File: config.mk
export PLATFORM = sky130hd
export DESIGN_NAME = http_header_line_parser_top
export DESIGN_NICKNAME = d
export VERILOG_FILES = /design/src/hdl/hhlp_pkg.sv /design/src/hdl/http_header_line_parser_top.sv /design/src/hdl/hhlp_step.sv
export VERILOG_INCLUDE_DIRS = /design/src /design/src/hdl
export SDC_FILE = /design/constraint.sdc
export NUM_CORES = 1
export LEC_CHECK = 0
export BUFFER_PORTS_ARGS = -buffer_cell sky130_fd_sc_hd__buf_2
export CORE_MARGIN = 1
export CORE_UTILIZATION = 55
export CTS_CLUSTER_DIAMETER = 200
export DETAILED_ROUTE_END_ITERATION = 10
export PLACE_DENSITY = 0.86
export SYNTH_ARGS = -nofsm -noshare
export SYNTH_HDL_FRONTEND = slang
export SYNTH_HIERARCHICAL = 1
export SYNTH_SLANG_ARGS = --single-unit
File: constraint.sdc
create_clock -name aclk -period 4.6 [get_ports aclk]
set_input_delay 0.69 -clock aclk [delete_from_list [all_inputs] [get_ports aclk]]
set_output_delay 0.69 -clock aclk [all_outputs]
set_load 0.02 [all_outputs]
File: src/hdl/assert_macros.svh
// assertion helpers shared by the rtl
`ifndef ASSERT_MACROS_SVH
`define ASSERT_MACROS_SVH

// clocked check, suppressed while reset is asserted
`define HHLP_ASSERT(lbl, clk, rstn, prop, msg) \
    lbl: assert property (@(posedge clk) disable iff (!(rstn)) prop) else $error(msg);

// clocked check that also holds during reset
`define HHLP_ASSERT_ALWAYS(lbl, clk, prop, msg) \
    lbl: assert property (@(posedge clk) prop) else $error(msg);

`endif

File: src/hdl/hhlp_pkg.sv
package hhlp_pkg;

    localparam int unsigned ByteW   = 8;
    localparam int unsigned RoleW   = 3;
    localparam int unsigned StateW  = 4;
    localparam int unsigned OffsetW = 10;

    localparam logic [OffsetW-1:0] OffsetMax      = '1;
    localparam logic [OffsetW-1:0] MaxOffsetReset = OffsetW'(255);

    // parser states
    localparam logic [StateW-1:0] ST_START  = 4'd0;
    localparam logic [StateW-1:0] ST_KEY    = 4'd1;
    localparam logic [StateW-1:0] ST_COLON  = 4'd2;
    localparam logic [StateW-1:0] ST_SPACE  = 4'd3;
    localparam logic [StateW-1:0] ST_VALUE  = 4'd4;
    localparam logic [StateW-1:0] ST_CR     = 4'd5;
    localparam logic [StateW-1:0] ST_LF     = 4'd6;
    localparam logic [StateW-1:0] ST_END_CR = 4'd7;
    localparam logic [StateW-1:0] ST_END_LF = 4'd8;
    localparam logic [StateW-1:0] ST_ERROR  = 4'd9;

    // byte roles
    localparam logic [RoleW-1:0] ROLE_SKIP  = 3'd0;
    localparam logic [RoleW-1:0] ROLE_KEY   = 3'd1;
    localparam logic [RoleW-1:0] ROLE_SEP   = 3'd2;
    localparam logic [RoleW-1:0] ROLE_VALUE = 3'd3;
    localparam logic [RoleW-1:0] ROLE_LINE  = 3'd4;
    localparam logic [RoleW-1:0] ROLE_BLOCK = 3'd5;

    // characters of interest
    localparam logic [ByteW-1:0] CHAR_COLON = 8'h3A;
    localparam logic [ByteW-1:0] CHAR_SPACE = 8'h20;
    localparam logic [ByteW-1:0] CHAR_CR    = 8'h0D;
    localparam logic [ByteW-1:0] CHAR_LF    = 8'h0A;

    typedef struct packed {
        logic [ByteW-1:0] data_byte;
        logic             new_request;
    } in_item_t;

    typedef struct packed {
        logic [ByteW-1:0] byte_out;
        logic [RoleW-1:0] byte_role;
        logic             field_done;
        logic             block_done;
        logic             parse_error;
    } out_item_t;

    // parser state carried from one byte to the next
    typedef struct packed {
        logic [StateW-1:0]  parse_state;
        logic [OffsetW-1:0] value_offset;
    } parse_ctx_t;

endpackage

File: src/hdl/http_header_line_parser_top.sv
// channel  | direction | handshake          | payload
// s_       | in        | s_valid / s_ready  | s_data  (hhlp_pkg::in_item_t)
// m_       | out       | m_valid / m_ready  | m_data  (hhlp_pkg::out_item_t)
// cfg_     | in        | cfg_we, no wait    | cfg_wdata (max_value_offset)
//
// one item per clock sustained while m_ready stays high; an accepted item reaches m_valid
// through the input register, then the result register
// the classifier between the two registers is a single pass over one byte
// aresetn is synchronous, active low; restores the start state and a limit of 255
// a stall on m_ready holds the result; the input register drains into it as soon
// as it frees, so s_ready drops only when both registers are full
`include "assert_macros.svh"

module http_header_line_parser_top (
    input  logic                          aclk,
    input  logic                          aresetn,

    input  logic                          s_valid,
    output logic                          s_ready,
    input  hhlp_pkg::in_item_t            s_data,

    output logic                          m_valid,
    input  logic                          m_ready,
    output hhlp_pkg::out_item_t           m_data,

    input  logic                          cfg_we,
    input  logic [hhlp_pkg::OffsetW-1:0]  cfg_wdata
);

    // input register
    logic                          in_vld_reg;
    hhlp_pkg::in_item_t            in_item_reg;

    // result register
    logic                          out_vld_reg;
    hhlp_pkg::out_item_t           out_item_reg;

    // parser context and the value length limit
    hhlp_pkg::parse_ctx_t          ctx_reg;
    hhlp_pkg::parse_ctx_t          ctx_next;
    logic [hhlp_pkg::OffsetW-1:0]  max_off_reg;

    hhlp_pkg::out_item_t           step_item;

    logic                          out_free;
    logic                          advance;

    // result slot free when empty or being taken this cycle
    assign out_free = !out_vld_reg || m_ready;
    // held byte moves through the classifier into the result register
    assign advance  = in_vld_reg && out_free;
    // input register can take a new item when empty or draining
    assign s_ready  = !in_vld_reg || out_free;

    hhlp_step u_step (
        .item_in          (in_item_reg),
        .ctx_in           (ctx_reg),
        .max_value_offset (max_off_reg),
        .ctx_out          (ctx_next),
        .item_out         (step_item)
    );

    // input stage
    always_ff @(posedge aclk) begin
        if (!aresetn) begin
            in_vld_reg <= 1'b0;
        end else if (s_ready) begin
            in_vld_reg <= s_valid;
        end
    end

    always_ff @(posedge aclk) begin
        if (s_valid && s_ready) begin
            in_item_reg <= s_data;
        end
    end

    // result stage
    always_ff @(posedge aclk) begin
        if (!aresetn) begin
            out_vld_reg <= 1'b0;
        end else if (out_free) begin
            out_vld_reg <= in_vld_reg;
        end
    end

    always_ff @(posedge aclk) begin
        if (advance) begin
            out_item_reg <= step_item;
        end
    end

    // parser context only moves with a classified item
    always_ff @(posedge aclk) begin
        if (!aresetn) begin
            ctx_reg.parse_state  <= hhlp_pkg::ST_START;
            ctx_reg.value_offset <= '0;
        end else if (advance) begin
            ctx_reg <= ctx_next;
        end
    end

    // limit register, to be written only while idle; the block itself does not enforce this
    always_ff @(posedge aclk) begin
        if (!aresetn) begin
            max_off_reg <= hhlp_pkg::MaxOffsetReset;
        end else if (cfg_we) begin
            max_off_reg <= cfg_wdata;
        end
    end

    assign m_valid = out_vld_reg;
    assign m_data  = out_item_reg;

    // error persists until a byte flagged as a new request arrives
    `HHLP_ASSERT(a_err_sticky, aclk, aresetn,
        (advance && !in_item_reg.new_request
            && ctx_reg.parse_state == hhlp_pkg::ST_ERROR)
        |=> (ctx_reg.parse_state == hhlp_pkg::ST_ERROR),
        "parse error cleared without a new request")

    // a closed block stays closed until a new request
    `HHLP_ASSERT(a_end_hold, aclk, aresetn,
        (advance && !in_item_reg.new_request
            && ctx_reg.parse_state == hhlp_pkg::ST_END_LF)
        |=> (ctx_reg.parse_state == hhlp_pkg::ST_END_LF),
        "parser left block end without a new request")

    // a completed line or block is always reported on a line end byte
    `HHLP_ASSERT(a_done_role, aclk, aresetn,
        (out_vld_reg && (out_item_reg.field_done || out_item_reg.block_done))
        |-> (out_item_reg.byte_out == hhlp_pkg::CHAR_LF && !out_item_reg.parse_error),
        "done flag on a byte that is not a clean line feed")

    // the parser context never changes without a classified item
    `HHLP_ASSERT(a_ctx_hold, aclk, aresetn,
        (!advance && $past(aresetn)) |=> $stable(ctx_reg),
        "parser context moved without an item")

endmodule

File: src/hdl/hhlp_step.sv
module hhlp_step (
    input  hhlp_pkg::in_item_t             item_in,
    input  hhlp_pkg::parse_ctx_t           ctx_in,
    input  logic [hhlp_pkg::OffsetW-1:0]   max_value_offset,
    output hhlp_pkg::parse_ctx_t           ctx_out,
    output hhlp_pkg::out_item_t            item_out
);

    logic [hhlp_pkg::ByteW-1:0]   c;
    logic [hhlp_pkg::StateW-1:0]  st;
    logic [hhlp_pkg::StateW-1:0]  st_nx;
    logic [hhlp_pkg::OffsetW-1:0] off;
    logic [hhlp_pkg::OffsetW-1:0] off_nx;
    logic [hhlp_pkg::RoleW-1:0]   role;
    logic                         fdone;
    logic                         bdone;
    logic                         err;
    logic                         is_eol;

    assign c      = item_in.data_byte;
    assign is_eol = (c == hhlp_pkg::CHAR_CR) || (c == hhlp_pkg::CHAR_LF);

    always_comb begin
        // new request restarts before this byte
        st  = item_in.new_request ? hhlp_pkg::ST_START : ctx_in.parse_state;
        off = item_in.new_request ? '0 : ctx_in.value_offset;

        st_nx  = st;
        off_nx = off;
        role   = hhlp_pkg::ROLE_SKIP;
        fdone  = 1'b0;
        bdone  = 1'b0;
        err    = 1'b0;

        unique case (st)
            hhlp_pkg::ST_START: begin
                if (!is_eol) begin
                    st_nx = hhlp_pkg::ST_KEY;
                    role  = hhlp_pkg::ROLE_KEY;
                end
            end
            hhlp_pkg::ST_KEY: begin
                if (c == hhlp_pkg::CHAR_COLON) begin
                    st_nx = hhlp_pkg::ST_COLON;
                    role  = hhlp_pkg::ROLE_SEP;
                end else if (is_eol) begin
                    err = 1'b1;
                end else begin
                    role = hhlp_pkg::ROLE_KEY;
                end
            end
            hhlp_pkg::ST_COLON: begin
                if (c == hhlp_pkg::CHAR_SPACE) begin
                    st_nx = hhlp_pkg::ST_SPACE;
                    role  = hhlp_pkg::ROLE_SEP;
                end else begin
                    err = 1'b1;
                end
            end
            hhlp_pkg::ST_SPACE: begin
                // first value byte taken unchecked
                st_nx  = hhlp_pkg::ST_VALUE;
                off_nx = '0;
                role   = hhlp_pkg::ROLE_VALUE;
            end
            hhlp_pkg::ST_VALUE: begin
                if (c == hhlp_pkg::CHAR_CR) begin
                    st_nx = hhlp_pkg::ST_CR;
                    role  = hhlp_pkg::ROLE_LINE;
                end else begin
                    if (off != hhlp_pkg::OffsetMax) begin
                        off_nx = off + hhlp_pkg::OffsetW'(1);
                    end
                    if (off_nx > max_value_offset) begin
                        err = 1'b1;
                    end else begin
                        role = hhlp_pkg::ROLE_VALUE;
                    end
                end
            end
            hhlp_pkg::ST_CR: begin
                if (c == hhlp_pkg::CHAR_LF) begin
                    st_nx = hhlp_pkg::ST_LF;
                    role  = hhlp_pkg::ROLE_LINE;
                    fdone = 1'b1;
                end else begin
                    err = 1'b1;
                end
            end
            hhlp_pkg::ST_LF: begin
                if (c == hhlp_pkg::CHAR_CR) begin
                    st_nx = hhlp_pkg::ST_END_CR;
                    role  = hhlp_pkg::ROLE_BLOCK;
                end else begin
                    st_nx = hhlp_pkg::ST_KEY;
                    role  = hhlp_pkg::ROLE_KEY;
                end
            end
            hhlp_pkg::ST_END_CR: begin
                if (c == hhlp_pkg::CHAR_LF) begin
                    st_nx = hhlp_pkg::ST_END_LF;
                    role  = hhlp_pkg::ROLE_BLOCK;
                    bdone = 1'b1;
                end else begin
                    err = 1'b1;
                end
            end
            hhlp_pkg::ST_END_LF: begin
                // block closed, bytes skipped until next request
            end
            default: begin
                err = 1'b1;
            end
        endcase

        if (err) begin
            st_nx = hhlp_pkg::ST_ERROR;
            role  = hhlp_pkg::ROLE_SKIP;
        end
    end

    assign ctx_out.parse_state  = st_nx;
    assign ctx_out.value_offset = off_nx;

    assign item_out.byte_out    = c;
    assign item_out.byte_role   = role;
    assign item_out.field_done  = fdone;
    assign item_out.block_done  = bdone;
    assign item_out.parse_error = (st_nx == hhlp_pkg::ST_ERROR);

endmodule

* Word level (Yosys, flattened, before mapping)
Index checks and enable logic that the tools add are counted.
** Operators by class
- Equal/unequal tests :: 14
- Order comparisons :: 1
- Muxes and demuxes :: 33
- $add $sub $neg :: 1
- Reductions and logical operators :: 10
** Operators by type and width (number)
- $mux 10 :: 5
- $mux 4 :: 8
- $pmux 4 s8 :: 1
- $pmux 3 s8 :: 1
- $pmux 10 s2 :: 1
- $eq 4x3->1 const B :: 4
- $eq 8x4->1 const B :: 2
- $eq 8x6->1 const B :: 2
- $mux 3 :: 5
- $add 10x1->10 const B :: 1
- $gt 10x10->1 :: 1
- $ne 10x10->1 const B :: 1
- $eq 4x2->1 const B :: 2
- $eq 4x4->1 const B :: 2
- $mux 1 :: 8
- $mux 2 :: 3
- $pmux 1 s5 :: 1
- $eq 4x1->1 const B :: 1
- $logic_not 4->1 :: 1
- $reduce_or 4->1 :: 1
- $logic_or 1x1->1 :: 3
- $logic_and 1x1->1 :: 2
- $logic_not 1->1 :: 2
- $reduce_or 2->1 :: 1
** Word-level totals
- Bits in registers :: 49
- Word-level logic and storage cells :: 71
- Output and inout bits :: 16

* Depth between registers and ports, before layout
Gate-level depths: netlist (run 1).
- Depth after elaboration :: 11
- Gate-level depth with buffers :: 17
- Mapped depth without buffers :: 14

* By module
The synthesis (run 1) kept the hierarchy.
** By module, submodules not included
- http_header_line_parser_top :: area an instance 1701.6 um^2, instances 1, cells an instance 125, sequential area each 1211.2 um^2
- hhlp_step :: area an instance 1257.5 um^2, instances 1, cells an instance 187, sequential area each 0.0 um^2

* Worst setup path after synthesis (run 1)
Ideal clock, no wire load.
- Path kind :: register to register
- From :: reg in_item_reg[0] (netlist bit)
- To :: reg out_item_reg, in the netlist m_data[4], data pin
- Required time :: 4.330 ns
- Setup time :: 0.270 ns
- Stages on the path, launching flop included :: 16
- Setup slack :: 0.833 ns
- Arrival time :: 3.497 ns
- Path through :: edfxtp_1 -> clkbuf_1 -> buf_2 -> nor2b_1 -> ha_1 -> nand3_1 -> or4_1 -> clkbuf_1 -> nand2_1 -> xnor2_1 -> ha_1 -> nand4_1 -> nor2_1 -> a221o_1 -> a21oi_1 -> or3b_2
** On the way
- Longest elaborated chain between the ends :: 9
- Elaborated cells on any way between the ends :: 25
- Those cells by class :: add/sub (1); order compare (1); eq/ne (9); mux (11); reduce/logical (3)
** RTL lines
- from (decl) :: RTL line http_header_line_parser_top.sv:32 : hhlp_pkg::in_item_t in_item_reg;
- from (signal assigned) :: RTL line http_header_line_parser_top.sv:74 : in_item_reg <= s_data;
- $mux 10 :: RTL line hhlp_step.sv:26 : off = item_in.new_request ? '0 : ctx_in.value_offset;
- $add 10x1->10 / $ne 10x10->1 (equally long branches) :: RTL line hhlp_step.sv:72, hhlp_step.sv:71
- $mux 10 :: RTL line hhlp_step.sv:71 : if (off != hhlp_pkg::OffsetMax) begin
- $mux 10 :: RTL line hhlp_step.sv:67 : if (c == hhlp_pkg::CHAR_CR) begin
- $mux 10 :: RTL line hhlp_step.sv:35 : unique case (st)
- $gt 10x10->1 :: RTL line hhlp_step.sv:74 : if (off_nx > max_value_offset) begin
- $mux 2 / $mux 1 (equally long branches) :: RTL line hhlp_step.sv:74
- $mux 3 / $mux 1 (equally long branches) :: RTL line hhlp_step.sv:67
- $pmux 3 s8 / $pmux 1 s5 (equally long branches) :: RTL line hhlp_step.sv:35
- to (signal assigned) :: RTL line http_header_line_parser_top.sv:89 : out_item_reg <= step_item;
- to (decl) :: RTL line http_header_line_parser_top.sv:36 : hhlp_pkg::out_item_t out_item_reg;
Parallel ways exist; a longest one is shown, timed or not. The select of a mux whose other input is x is not followed.
A chain may end at the register's enable or synchronous reset.

* Final worst setup path (run 1)
Same ends and word-level chain as after synthesis.

==> results.tsv, run 1 <==
stage	metric	value	unit
route	drtAntennaViolNets	0	
synthesis	synthFlopType	dfxtp_1	
clocking	cts_setup_buffers	0	
die	fp.dieArea	5678	sq um
clocking	path_clk_slew	0.10	ns
synthesis	yosysSeqAreaShare	40.93	%
die	die_w	75.35	um
pwr	p_per_area	262.7	nW/um^2
synthesis	synthTopCellsByArea	edfxtp_1 (23%), dfxtp_1 (18%), mux2i_1 (8.8%)	
synthesis	synthMuxAreaShare	8.795	%
critical_path	path_delay_family	simple AND/OR/NAND/NOR gates	
finish	final_cells	408	
finish	fillers	417	
pwr	p_leak	1.302	nW
sta	max_slew_margin	54.60	%
synthesis	postSynthCellCount	312	
synthesis	yosys.area.top_type_share	23.34	%
synthesis	yosys.area_share.simple	24.06	%
route	drt_iter0_markers	145	
placed_design	detailed_place_hpwl	4.307	mm
placed_design	gp_congestion	0.9304	
route	via_per_inst	5.846	
job	maxCapViolCount	0	
die	coreArea	5140	sq um
global_route	grt_first_pass_wirelength	9.984	mm
critical_path	slowest_stage	or4_1	
clocking	cts_hold_buf	0	
sta	hold_viol	0	
synthesis	synth_nets	347	
clocking	cts_made_buffers	5	
synthesis	synthAdderAreaFrac	4.651	%
clocking	clk_latency	0.31	ns
finish	areaGrowthSynthToFinish	8.287	%
sta	fmax	256.9	MHz
synthesis	synth_most_common_cell	nand2_1	
synthesis	synth_common_cells	nand2_1 (46), dfxtp_1 (26), mux2i_1 (26), edfxtp_1 (23), nor2_1 (19)	
global_route	grt_pass1_vias	2311	
global_route	grt_max_degree	41	
clocking	clock_path_buffers	2	
placed_design	port_buffers	39	
global_route	antenna_found_initial	0	
die	pin_count	40	
critical_path	cp.required	4.66	ns
route	drc	0	
synthesis	async_flop_share	0	%
min_path	hold_path.class	flip-flop to flip-flop	
sta	period_share	84.62	%
critical_path	endpoint_kind	flip-flop	
sta	period_needed	3.893	ns
pwr	peakVddDrop	0.2088	mV
clocking	cts.sink_count	49	
synthesis	yosysTopAreaCell	edfxtp_1	
sta	tns	0	ns
critical_path	path_cells	nor2b_1 -> ha_1 -> nand3_1 -> or4_1 -> nand4_1 -> xnor2_1 -> ha_1 -> a21oi_1 -> o211a_1 -> a31oi_1 -> a21oi_1 -> or3b_2	
finish	layout-drive-gt1-share	18.34	%
clocking	cts_tree	yes	
sta	tightest_slew	0.6811	ns
route	drt_wl_total	5.847	mm
synthesis	syn_avg_cell_area	9.484	sq um
route	route.vias.total	2385	
clocking	cts_htree_levels	2	
synthesis	synth_edf_count	23	
critical_path	critPathKind	flip-flop to flip-flop	
die	die_h	75.35	um
placed_design	placed_cells	400	
outcome	run_status	finished clean	
critical_path	worst-path-buf-inv	0	
synthesis	synth_xor_xnor_area_share	2.368	%
finish	num_antenna_cells	0	
die	start_util	57.57	%
global_route	gr-total-overflow	0	
synthesis	ys_warn_count	6	
die	fp-row-count	26	
global_route	grt_use_total	23.75	%
sta	rsz0062_at_grt	no	
route	wl_per_cell	14.33	um
critical_path	cp_slowest_stage_delay	0.75	ns
synthesis	ys_seq_elements	49	
clocking	root_buffer	clkbuf_8	
finish	num-nets-final	372	
clocking	cts_resized	0	
synthesis	synth_top_family_by_area	simple AND/OR/NAND/NOR gates	
synthesis	synth_compound_area_share	12.35	%
critical_path	cp.arrival	3.96	ns
synthesis	synth_cell_type_count	63	
route	first_pass_iters	6	
synthesis	synth_area	2959	sq um
sta	slew_violations	0	
critical_path	start_kind	flip-flop	
sta	worst_clock_skew	0.003353	ns
critical_path	cp_max_fo	13	
sta	finalSetupViolations	0	
[cell usage in the layout (no fill, tap or decap), types with 3 or more instances in the layout]
cell,instances
nor3b_1,3
a21o_1,5
edfxtp_1,23
nand2b_1,6
o21ai_0,11
nand2_1,46
xnor2_1,7
nand3_1,10
ha_1,11
inv_1,14
nor3_1,7
clkbuf_8,5
mux2i_1,26
nor2_1,19
a21oi_1,12
dfxtp_1,26
nor2b_1,9
nand4_1,6
buf_2,39
[layer usage]
| layer | wire [um] | GRT usage, % | up-vias |
|---|---|---|---|
| li1 | - | - | 1160 |
| met1 | 2344 | 25.86 | 1099 |
| met2 | 2895 | 41.47 | 99 |
| met3 | 352 | 5.820 | 27 |
| met4 | 255 | 15.02 | 0 |
| met5 | 0 | 0 | - |
[layout make-up]
class	count	area, sq um	area share [%]
Clock buffer	5	68.82	2.148
Tap cell	70	87.58	2.733
Sequential cell	49	1211	37.80
Clock inverter	3	28.78	0.8981
Multi-Input combinational cell	226	1545	48.22
Inverter	14	52.55	1.640
Timing Repair Buffer	41	210.2	6.560
[worst paths after layout]
check,startpoint,cells after the start,endpoint,slack (ns)
max,in_item_reg[0]$_DFFE_PP_,12,m_data[4]$_DFFE_PP_,0.71
min,ctx_reg[1]$_SDFFE_PN0P_,2,ctx_reg[1]$_SDFFE_PN0P_,0.48
max reg2reg,in_item_reg[0]$_DFFE_PP_,12,m_data[4]$_DFFE_PP_,0.71
min reg2reg,ctx_reg[1]$_SDFFE_PN0P_,2,ctx_reg[1]$_SDFFE_PN0P_,0.48
[worst register-to-register path, cell delays in order (launching register included)]
cell,delay (ns)
edfxtp_1,0.44
nor2b_1,0.29
ha_1,0.26
nand3_1,0.16
or4_1,0.75
nand4_1,0.24
xnor2_1,0.09
ha_1,0.29
a21oi_1,0.09
o211a_1,0.21
a31oi_1,0.22
a21oi_1,0.14
or3b_2,0.47
[where the power goes]
group          internal [mW]  switching, mW  leakage, nW
sequential             0.474         0.0134        0.432
clock                  0.114          0.163       0.0506
combinational         0.0321         0.0454        0.820
total                  0.620          0.222         1.30
[cell families (layout without fill, tap and decap cells)]
group                      count (synthesis)  in the layout
and+or+nand+nor                          130            130
adders and majority gates                 11             11
DFF                                       49             49
AOI/OAI and AO/OA                         51             51
buffers and inverters                     37             63
muxes                                     26             26
xor gates and xnor gates                   8              8
[stage by stage]
step,area (sq um),hold WS (ns),setup slack [ns],total power [mW],util (%)
finish,3204,0.4804,0.7073,0.8418,62.34
global route,3204,0.5026,0.4248,0.8749,62.34
CTS,3204,0.4826,0.7376,0.8450,62.34
detailed placement,3107,0.4596,0.7854,0.5739,60.44
global placement,3107,0.4566,0.9653,0.5713,60.44
floorplan,2959,0.4335,0.8328,0.5551,-
No activity file was read; power rests on OpenSTA's default activity.
==> run 2: changes to the inputs <==
--- a/config.mk
+++ b/config.mk
@@ -8,10 +8,10 @@
 export LEC_CHECK = 0
 export BUFFER_PORTS_ARGS = -buffer_cell sky130_fd_sc_hd__buf_2
 export CORE_MARGIN = 1
-export CORE_UTILIZATION = 55
+export CORE_UTILIZATION = 52
 export CTS_CLUSTER_DIAMETER = 200
 export DETAILED_ROUTE_END_ITERATION = 10
-export PLACE_DENSITY = 0.86
+export PLACE_DENSITY = 0.85
 export SYNTH_ARGS = -nofsm -noshare
 export SYNTH_HDL_FRONTEND = slang
 export SYNTH_HIERARCHICAL = 1
==> constraint.sdc (replaced) <==
create_clock -name aclk -period 3.3 [get_ports aclk]
set_input_delay 0.495 -clock aclk [delete_from_list [all_inputs] [get_ports aclk]]
set_output_delay 0.495 -clock aclk [all_outputs]
set_load 0.02 [all_outputs]
==> results.tsv, run 2 (synthesis gave the netlist of run 1 again) <==
stage	metric	value	unit
finish	areaGrowthSynthToFinish	14.38	%
global_route	grt_pass1_vias	2284	
critical_path	path_delay_family	simple AND/OR/NAND/NOR gates	
pwr	p_per_area	336.2	nW/um^2
pwr	switchingPower	0.2828	mW
critical_path	slowest_stage	edfxtp_1	
route	first_pass_iters	4	
clocking	clock_path_buffers	2	
sta	max_slew_margin	56.90	%
clocking	cts_tree	yes	
critical_path	critPathKind	flip-flop to flip-flop	
critical_path	cp_max_fo	10	
outcome	run_status	finished, violations left	
critical_path	cp.required	3.36	ns
global_route	grt_first_pass_wirelength	10.47	mm
die	die_w	77.44	um
critical_path	path_cells	nor2b_4 -> ha_4 -> nand3_2 -> or4_4 -> buf_6 -> nand2_1 -> xnor2_1 -> ha_1 -> nand4_1 -> nor2_4 -> a221o_1 -> a21oi_1 -> or3b_2	
clocking	clk_latency	0.31	ns
critical_path	cp.arrival	3.44	ns
sta	holdWs	0.3582	ns
die	fp.dieArea	5996	sq um
clocking	root_buffer	clkbuf_8	
clocking	cts_made_buffers	5	
sta	finalSetupViolations	2	
pwr	power_frac_clock	30.4	%
route	drt_wl_total	6.104	mm
finish	fillers	434	
pwr	combPwrFrac	9.8	%
pwr	p_int	0.8550	mW
critical_path	start_kind	flip-flop	
critical_path	endpoint_kind	flip-flop	
global_route	grt_max_degree	41	
pwr	switching_share	24.85	%
outcome	violations	setup timing	
route	drt_iter0_markers	126	
clocking	path_clk_slew	0.09	ns
finish	num_antenna_cells	0	
critical_path	worst-path-buf-inv	1	
critical_path	cp_slowest_stage_delay	0.54	ns
placed_design	detailed_place_hpwl	4.435	mm
route	wl_met1	2.657	mm
sta	setup_ws	-0.08482	ns
die	fp-row-count	27	
global_route	gr-total-overflow	0	
route	via_per_inst	5.508	
route	wl_per_cell	14.36	um
global_route	antenna_found_initial	0	
sta	period_needed	3.385	ns
pwr	p_leak	1.370	nW
min_path	hold_path.class	input pin to flip-flop	
sta	worst_clock_skew	0.009324	ns
finish	num-nets-final	387	
die	start_util	53.74	%
sta	tightest_slew	0.6375	ns
die	pin_count	40	
route	dr.max_layer_used	met4	
pwr	finalPower	1.138	mW
clocking	cts.sink_count	49	
die	coreArea	5507	sq um
placed_design	pre_cts_slack	-0.1192	ns
route	drc	0	
job	maxCapViolCount	0	
placed_design	gp_congestion	0.8779	
finish	seq_area	1211	sq um
sta	rsz0062_at_grt	yes	
route	met3WireLength	269	um
die	die_h	77.44	um
finish	layout_common_cells	nand2_1 (45), buf_2 (39), mux2i_1 (26), dfxtp_1 (26), edfxtp_1 (23)	
placed_design	port_buffers	39	
sta	period_share	102.6	%
route	drtAntennaViolNets	0	
pwr	pwr-share-seq	59.7	%
global_route	grt_use_total	21.93	%
sta	slew_violations	0	
finish	layout_commonest_cell	nand2_1	
finish	multi_input_area	1618	sq um
sta	fmax	295.4	MHz
route	route.vias.total	2341	
pwr	peakVddDrop	0.3006	mV
finish	layout-drive-gt1-share	24.65	%
route	wl_met2	3.029	mm
clocking	cts_htree_levels	2	
sta	hold_viol	0	
-- run 2: cell types whose count changed in the layout (fill, tap and decap cells not counted), moves of 2 or more --
cell      before  now
buf_4          2   16
clkinv_2       0    2
nor2b_1        9    7
nor2b_4        2    4
-- run 2: per-layer routing --
layer	up-vias	track usage, %
met3	15	3.765
met5	-	0
li1	1186	-
met4	0	9.623
met2	71	38.58
met1	1069	26.04
-- run 2: layout make-up --
class / instances / area share, %
Clock inverter: 3 / 0.5176
Clock buffer: 5 / 2.033
Inverter: 14 / 1.553
Tap cell: 72 / 2.662
Multi-Input combinational cell: 226 / 47.80
Sequential cell: 49 / 35.79
Timing Repair Buffer: 56 / 9.649
-- run 2: path summary, 6_finish.rpt --
path,start,slack [ns],depth (start not counted),to
worst max-delay path,in_item_reg[0]$_DFFE_PP_,-0.08,13,m_data[4]$_DFFE_PP_
worst min-delay path,s_data[2],0.36,1,in_item_reg[2]$_DFFE_PP_
worst max register to register,in_item_reg[0]$_DFFE_PP_,-0.08,13,m_data[4]$_DFFE_PP_
worst min register to register,max_off_reg[6]$_SDFFE_PN1P_,0.47,2,max_off_reg[6]$_SDFFE_PN1P_
-- run 2: timing repair --
| action | CTS | global route |
|---|---|---|
| resized for setup | 4 | 4 |
| buffers inserted | 1 | 2 |
| hold buffers | 0 | 0 |
| gates cloned | 0 | 0 |
| pin swaps | 2 | 5 |
| setup endpoints to repair | 3 | 6 |
-- run 2: worst reg2reg max path: stages (launching register included) --
cell and delay (ns):
edfxtp_1 0.54, nor2b_4 0.20, ha_4 0.16, nand3_2 0.07, or4_4 0.46, buf_6 0.16, nand2_1 0.09, xnor2_1 0.09
ha_1 0.28, nand4_1 0.14, nor2_4 0.17, a221o_1 0.22, a21oi_1 0.11, or3b_2 0.46
-- run 2: power by group through the flow --
stage                     registers, mW  clock network, mW  logic [mW]
final                             0.680              0.346       0.112
after global routing              0.683              0.375       0.122
after CTS                         0.680              0.353       0.109
after detailed placement          0.694                  0       0.108
after global placement            0.692                  0       0.104
after floorplan                   0.697                  0      0.0794
-- run 2: stage by stage --
| step | cells | TNS (ns) | util [%] | area [sq um] |
|---|---|---|---|---|
| global route | 425 | -0.9743 | 61.46 | 3385 |
| global placement | 414 | -0.07595 | 58.71 | 3233 |
| floorplan | 312 | 0 | - | 3019 |
| CTS | 423 | -0.06089 | 60.74 | 3344 |
| detailed placement | 414 | -0.1578 | 58.71 | 3233 |
| finish | 425 | -0.1195 | 61.46 | 3385 |
==> run 3: changes to the inputs <==
--- a/config.mk
+++ b/config.mk
@@ -8,10 +8,11 @@
 export LEC_CHECK = 0
 export BUFFER_PORTS_ARGS = -buffer_cell sky130_fd_sc_hd__buf_2
 export CORE_MARGIN = 1
-export CORE_UTILIZATION = 52
+export CORE_UTILIZATION = 54
+export CTS_BUF_LIST = sky130_fd_sc_hd__clkbuf_2
 export CTS_CLUSTER_DIAMETER = 200
 export DETAILED_ROUTE_END_ITERATION = 10
-export PLACE_DENSITY = 0.85
+export PLACE_DENSITY = 0.88
 export SYNTH_ARGS = -nofsm -noshare
 export SYNTH_HDL_FRONTEND = slang
 export SYNTH_HIERARCHICAL = 1
==> results.tsv, run 3 (synthesis gave the netlist of run 1 again) <==
stage	metric	value	unit
finish	areaGrowthSynthToFinish	19.79	%
clocking	cts.sink_count	49	
clocking	cts_made_buffers	5	
sta	slew_violations	0	
global_route	antenna_found_initial	0	
finish	multi_input_area	1669	sq um
placed_design	port_buffers	39	
clocking	cts_htree_levels	2	
placed_design	gp_congestion	0.9304	
sta	setup_ws	-0.1656	ns
clocking	clk_latency	0.45	ns
die	pin_count	40	
global_route	grt_pass1_vias	2539	
finish	num_antenna_cells	0	
clocking	path_clk_slew	0.26	ns
critical_path	rr_startpoint	in_item_reg[0]$_DFFE_PP_	
sta	rsz0062_at_grt	yes	
route	drt_wl_total	7.242	mm
pwr	peakVddDrop	0.2110	mV
route	drtAntennaViolNets	0	
critical_path	cpMostUsedCell	a21o_1	
sta	fmax	288.6	MHz
finish	stdcell_area	3545	sq um
outcome	violations	setup timing	
job	maxCapViolCount	0	
sta	holdWs	0.1983	ns
route	first_pass_iters	5	
die	coreArea	5205	sq um
clocking	cts_tree	yes	
die	fp-row-count	26	
pwr	p_leak	1.453	nW
finish	final_cells	437	
global_route	gr-total-overflow	0	
die	fp.dieArea	5780	sq um
placed_design	pre_cts_slack	-0.08541	ns
finish	seq_area	1211	sq um
critical_path	critPathLaunch	in_item_reg[0]$_DFFE_PP_	
clocking	cts_hold_buf	0	
min_path	hold_path_startpoint	s_data[8]	
critical_path	path_cells	nand3b_1 -> or4_4 -> nand4_1 -> xnor2_1 -> ha_1 -> a21o_1 -> a21o_1 -> a221o_1 -> nand3_2 -> and3_4 -> nand2_2 -> mux2i_1	
sta	period_needed	3.466	ns
die	die_w	76.03	um
placed_design	place_area	3208	sq um
sta	tightest_slew	0.8247	ns
route	drc	0	
placed_design	detailed_place_hpwl	4.640	mm
die	die_h	76.03	um
critical_path	start_kind	flip-flop	
sta	finalSetupViolations	6	
finish	layout_commonest_cell	nand2_1	
clocking	root_buffer	clkbuf_2	
route	wl_per_cell	16.57	um
global_route	grt_max_degree	41	
finish	fin_util	68.10	%
critical_path	worst-path-buf-inv	0	
pwr	p_per_area	317.1	nW/um^2
finish	num-nets-final	401	
global_route	grt_first_pass_wirelength	11.45	mm
route	route.vias.total	2638	
critical_path	cp_slowest_stage_delay	0.59	ns
sta	hold_viol	0	
sta	period_share	105.0	%
min_path	hold_path.class	input pin to flip-flop	
critical_path	endpoint_kind	flip-flop	
finish	layout-drive-gt1-share	30.52	%
critical_path	critPathKind	flip-flop to flip-flop	
critical_path	cp_max_fo	7	
critical_path	path_delay_family	simple AND/OR/NAND/NOR gates	
die	start_util	56.85	%
critical_path	slowest_stage	edfxtp_1	
sta	max_slew_margin	45.02	%
pwr	finalPower	1.124	mW
clocking	clock_path_buffers	2	
outcome	run_status	finished, violations left	
finish	layout_common_cells	nand2_1 (42), buf_2 (39), mux2i_1 (26), dfxtp_1 (26), buf_4 (26)	
finish	fillers	387	
route	via_per_inst	6.037	
critical_path	cp.required	3.70	ns
route	drt_iter0_markers	163	
sta	tns	-0.7497	ns
placed_design	placed_cells	409	
sta	worst_clock_skew	0.01940	ns
critical_path	cp.arrival	3.87	ns
global_route	grt_use_total	24.84	%
## run 3: changes by cell type in the layout (fill, tap and decap cells not counted), moves of 3 or more
cell,change
clkbuf_2,+5
buf_6,+3
clkbuf_8,-5
nand2_1,-3
nand2_2,+3
buf_4,+10
## run 3: power by group
part	internal [mW]	switching, mW	total [mW]	leakage (nW)
combinational	0.0460	0.0652	0.111	0.982
sequential	0.662	0.0201	0.682	0.432
clock	0.129	0.202	0.331	0.0395
total	0.837	0.287	1.12	1.45
## run 3: layout make-up
class                   instances  area share, %
inverters                      14          1.483
clock buffers                   5         0.7060
clock inverters                 3          1.235
flip-flops and latches         49          34.17
well taps                      70          2.471
multi-input cells             226          47.09
repair buffers                 70          12.85
## run 3: worst paths after layout
| path | to | slack (ns) | depth (start not counted) |
|---|---|---|---|
| worst max-delay path | ctx_reg[12]$_SDFFE_PN0P_ | -0.17 | 12 |
| worst min-delay path | in_item_reg[8]$_DFFE_PP_ | 0.20 | 1 |
| worst max register to register | ctx_reg[12]$_SDFFE_PN0P_ | -0.17 | 12 |
| worst min register to register | max_off_reg[5]$_SDFFE_PN1P_ | 0.51 | 2 |
## run 3: timing repair
action	4_1_cts	5_1_grt
setup endpoints to repair	3	7
resized for setup	8	16
pin swaps	2	6
buffers inserted	15	5
## run 3: routing by layer
layer	global-route usage, %	wire [um]
met1	27.61	2725
met2	43.18	3755
met3	5.030	446
met4	16.15	314
met5	0	0
